==> src/gha_pkg.sv <==
// Shared types and constants for the generational handle allocator.
// Depends on nothing; used by the top level and the slot memory defaults.
`timescale 1ns / 1ps
`default_nettype none

package gha_pkg;

    localparam int ENTRIES_DEF   = 1024;
    localparam int GEN_BITS_DEF  = 12;
    localparam int SLOT_BITS_DEF = 20;

    localparam int HANDLE_W     = 32;
    localparam int FUNC_W       = 2;
    localparam int COUNT_W      = 11;
    localparam int S_TDATA_W    = 32;
    localparam int M_TDATA_W    = 48;
    localparam int M_TUSER_W    = 1;

    typedef logic [FUNC_W-1:0] func_t;

    localparam func_t FUNC_CREATE  = 2'd0;
    localparam func_t FUNC_DESTROY = 2'd1;
    localparam func_t FUNC_ALIVE   = 2'd2;

endpackage

`default_nettype wire

==> src/gha_slot_mem.sv <==
// Slot table: one synchronous memory holding used mark, generation and
// free-list link per slot. One write and one registered read per cycle.
`timescale 1ns / 1ps
`default_nettype none

module gha_slot_mem #(
    parameter int DEPTH = gha_pkg::ENTRIES_DEF,
    parameter int AW    = $clog2(DEPTH),
    parameter int WIDTH = 1
) (
    input  wire              aclk,
    input  wire              rd_en,
    input  wire  [AW-1:0]    rd_addr,
    output logic [WIDTH-1:0] rd_data,
    input  wire              wr_en,
    input  wire  [AW-1:0]    wr_addr,
    input  wire  [WIDTH-1:0] wr_data
);

    logic [WIDTH-1:0] mem [DEPTH];
    logic [WIDTH-1:0] rd_data_reg;

    always_ff @(posedge aclk) begin
        if (wr_en) begin
            mem[wr_addr] <= wr_data;
        end
        if (rd_en) begin
            rd_data_reg <= mem[rd_addr];
        end
    end

    assign rd_data = rd_data_reg;

endmodule

`default_nettype wire

==> config.mk <==
export PLATFORM = sky130hd
export DESIGN_NAME = gha_slot_mem
export DESIGN_NICKNAME = d
export VERILOG_FILES = /design/src/gha_pkg.sv /design/src/gha_slot_mem.sv
export SDC_FILE = /design/constraint.sdc
export NUM_CORES = 1
export LEC_CHECK = 0
export BUFFER_PORTS_ARGS = -buffer_cell sky130_fd_sc_hd__buf_2
export CAP_MARGIN = 40
export CORE_MARGIN = 2
export CORE_UTILIZATION = 30
export DETAILED_ROUTE_END_ITERATION = 16
export RECOVER_POWER = 25
export SKIP_CTS_REPAIR_TIMING = 1
export SYNTH_ARGS = -nofsm -noshare
export SYNTH_HDL_FRONTEND = slang
export SYNTH_SLANG_ARGS = --single-unit
==> constraint.sdc <==
create_clock -name aclk -period 2.8 [get_ports aclk]
set_input_delay 0.14 -clock aclk [delete_from_list [all_inputs] [get_ports aclk]]
set_output_delay 0.14 -clock aclk [all_outputs]
set_load 0.01 [all_outputs]
# Yosys cells after proc, flatten, opt, wreduce, memory -nomap -nowiden
# Memories as Yosys holds them, arrays and structs flattened. A register that Yosys moved wholly into a read port is not among the register bits.
# Index checks and enable logic that the tools add are counted.
# op_classes
mux	2
# ops
op	count
$mux 1	2
# word_totals
mem_count	1
reg_bits	0
ram_bits	1024
word_cells	3
output_inout_bits	1
# mem_list
name	words	width	rd	rd_clocked_by_memory_dff	wr	line	rtl
mem	1024	1	1	1	1	gha_slot_mem.sv:20	logic [WIDTH-1:0] mem [DEPTH];

# Longest topological paths before layout
# depth
word_depth	2
mapped_depth	15

# Worst setup path after synthesis
# No wires, ideal clock.
# synth_timing
kind	input-to-reg
from	input port rd_addr[0]
to	register rd_data_reg (netlist: rd_data) (read register of mem) (data pin)
setup_slack_ns	0.248
arrival_ns	2.277
path_buffers	4
stages	10
cell_sequence	buf_6 -> buf_12 -> buf_12 -> buf_2 -> mux4_2 -> mux4_2 -> a211oi_1 -> nor2_1 -> o311ai_1 -> o2111ai_1
# synth_rtl
item	line	rtl
start, declared	gha_slot_mem.sv:13	input wire [AW-1:0] rd_addr,
end, declared	gha_slot_mem.sv:21	logic [WIDTH-1:0] rd_data_reg;

==> run metrics <==
Final HPWL DP=73.2 mm; area grow syn2layout=15.2%; sequential power share=52.5%; Final ANT Viol Nets=0; number of DRC markers in iteration 0=3647; Tcrit/Tclk final=98.1%; Max Freq=364 MHz; final-stage net count=3224; Clock Path Buffers=3; Tightest Pin Transition=1.92 ns; Yosys reg bits=1025; Req. time, crit path=3.20 ns; Final Hold Fails=4; Final Instance Area=51400 um2; Yosys warning count=0; critical path endpoint category=register; number of max-cap violations=11; max reg flops=1024; run status=finished with violations; Core Region=148000 um2; Power Dens Cells=625 nW/um2; CTS root buf=clkbuf_16; asr flop ratio synth=0%; EDFF count, synth=1025; Critical Path AT=3.15 ns; io pins=25; P_sw=7.00 mW; number of CTS-inserted buffers=102; TritonCTS clock tree=yes; layout cells sized above 1=19.2%; Sw Share=21.8%; initial antenna violation count=6; Post-Syn Instances=3112; internal power=25.2 mW; gr ovfl total=0; Sink Count=1025; kind of start point of the critical path=register; pin count of the biggest net entering global routing=152; drt drc=0; Port Buffers=24; Total Routing Usage GR=17.0%; row count=141; combinational cell fraction of total power=5.9%; vias in the first global route=26738; dominant synthesized flop cell=edfxtp_1; chip height=390 um; wirelength, routed=131 mm; Worst-path clk slew=0.06 ns; Seq/Total Area, Yosys=68.9%; Fin Clk Skew=0.0318 ns; DR vias/cell=5.25; syn nets=3136; post-layout util=34.8%; htree depth=3; clock power share=41.6%; Die Area=152000 um2; worst hold path type=in2reg; Final setup viols=0; VDD IR max=0.528 mV; RD Place Congestion=0.791; CP Max Fanout=2; DRT Pass-1 Iters=5; placed inst area=48500 um2; clock latency on the worst-skew pair=0.68 ns; global-route wire length before repair=188 mm; Slew HR=-28.3%; crit path time final=2.75 ns; P_leak=15.4 nW; failing checks=hold timing, capacitance limit, slew limit; post-synth cell types=55; Initial Utilization=30.2%; Synth Cell Area=44700 um2; Mean Syn Cell Area=14.4 um2; via count=27319; Die Width=390 um; fin. max-slew vios=360; critical path class=reg2reg; drt wl/cell=25.2 um; final hold slack=-0.0185 ns
[through the flow]
step,setup slack [ns],total power [mW],hold slack [ns],cells,setup TNS (ns)
3_3_place_gp,-0.385,19.1,0.450,5020,-0.385
4_1_cts,0.00924,32.3,-0.286,5200,0
6_report,0.0530,32.2,-0.0185,5205,0
3_5_place_dp,-0.358,19.1,0.449,5023,-0.358
2_1_floorplan,0.248,18.2,0.239,3112,0
5_1_grt,-0.00698,33.0,0.00256,5203,-0.00698
[synthesized netlist by cell type, types with 14 or more instances]
cell type	number	area [um2]
o221ai_1	49	429
edfxtp_1	1025	30800
o22ai_1	28	175
buf_2	19	95.1
nor3_1	37	185
nor2_1	1036	3890
nand3_1	37	185
a22oi_1	17	128
a21oi_1	37	185
clkbuf_1	186	698
buf_6	18	203
mux4_2	200	4500
nand2_1	86	323
mux4_1	14	368
mux2i_1	123	1230
buf_1	57	214
[cells in the final DEF (no fill, tap or decap), types with 4 or more instances in the layout]
cell type and count:
mux4_2 200, nor2_1 1036, o22ai_1 28, nand2b_1 6, nor4_1 4, o221ai_1 49
edfxtp_1 1025, clkinv_2 13, a22oi_1 17, bufinv_16 9, nor3_1 37, a21oi_1 36
a211oi_1 4, and3_1 4, nor2b_1 11, a2111oi_0 4, nand2_1 83, nand4_1 10
a31oi_1 4, o21ai_0 11, mux4_1 14, clkbuf_2 11, clkbuf_16 104, buf_4 186
and2_1 6, nor3b_1 8, clkinv_1 29, a22o_1 4, clkbuf_1 43, buf_2 19
buf_12 40, nand3_2 15, nand3_1 22, mux2i_1 123
[worst max-delay path, stage by stage, from the launching register on]
cell	delay, ns
edfxtp_1	0.38
mux4_2	0.47
mux4_2	0.51
nor2b_1	0.15
a31oi_1	0.21
a311oi_2	0.22
buf_4	0.21
o311ai_1	0.11
o2111ai_1	0.21
[per-layer routing]
layer	GRT usage [%]	part of all wire, %	vias up
met5	0	0.0076	-
met4	5.55	3.0	2
met3	2.62	8.3	213
met2	28.8	49	1169
met1	22.3	39	14272
li1	-	-	11663
[cell type report]
class                      count  area, um2
fill                       14187      96400
sequential                  1025      30800
multi-input combinational   1778      12500
clock buffer                 120       2660
timing repair buffer         287       2500
tap                         1930       2410
clock inverter                57        514
inverter                       6       22.5
antenna                        2       5.00
[cell families (layout without fill, tap and decap cells)]
family	after synthesis	in the layout	share of synthesized area [%]
buffers and inverters	309	470	3.30
AOI/OAI and AO/OA	178	178	2.83
and+or+nand+nor	1260	1260	11.2
other	0	2	0
DFF	1025	1025	68.9
muxes	340	340	13.7
[power by group through the flow]
stage	clock network [mW]	registers, mW	logic (mW)
2_1_floorplan	0	17.2	0.977
3_3_place_gp	0	17.2	1.89
3_5_place_dp	0	17.2	1.90
4_1_cts	13.5	16.9	1.91
5_1_grt	14.1	16.9	2.01
6_report	13.4	16.9	1.91
[worst paths after layout]
path / start / endpoint / slack, ns / cells after the start
worst max-delay path: mem[147] / rd_data / 0.05 / 8
worst max register to register: mem[147] / rd_data / 0.05 / 8
worst min register to register: mem[891] / rd_data / 1.29 / 7
worst min-delay path: wr_addr[1] / mem[821] / -0.02 / 2
No activity file was read; power rests on OpenSTA's default activity.
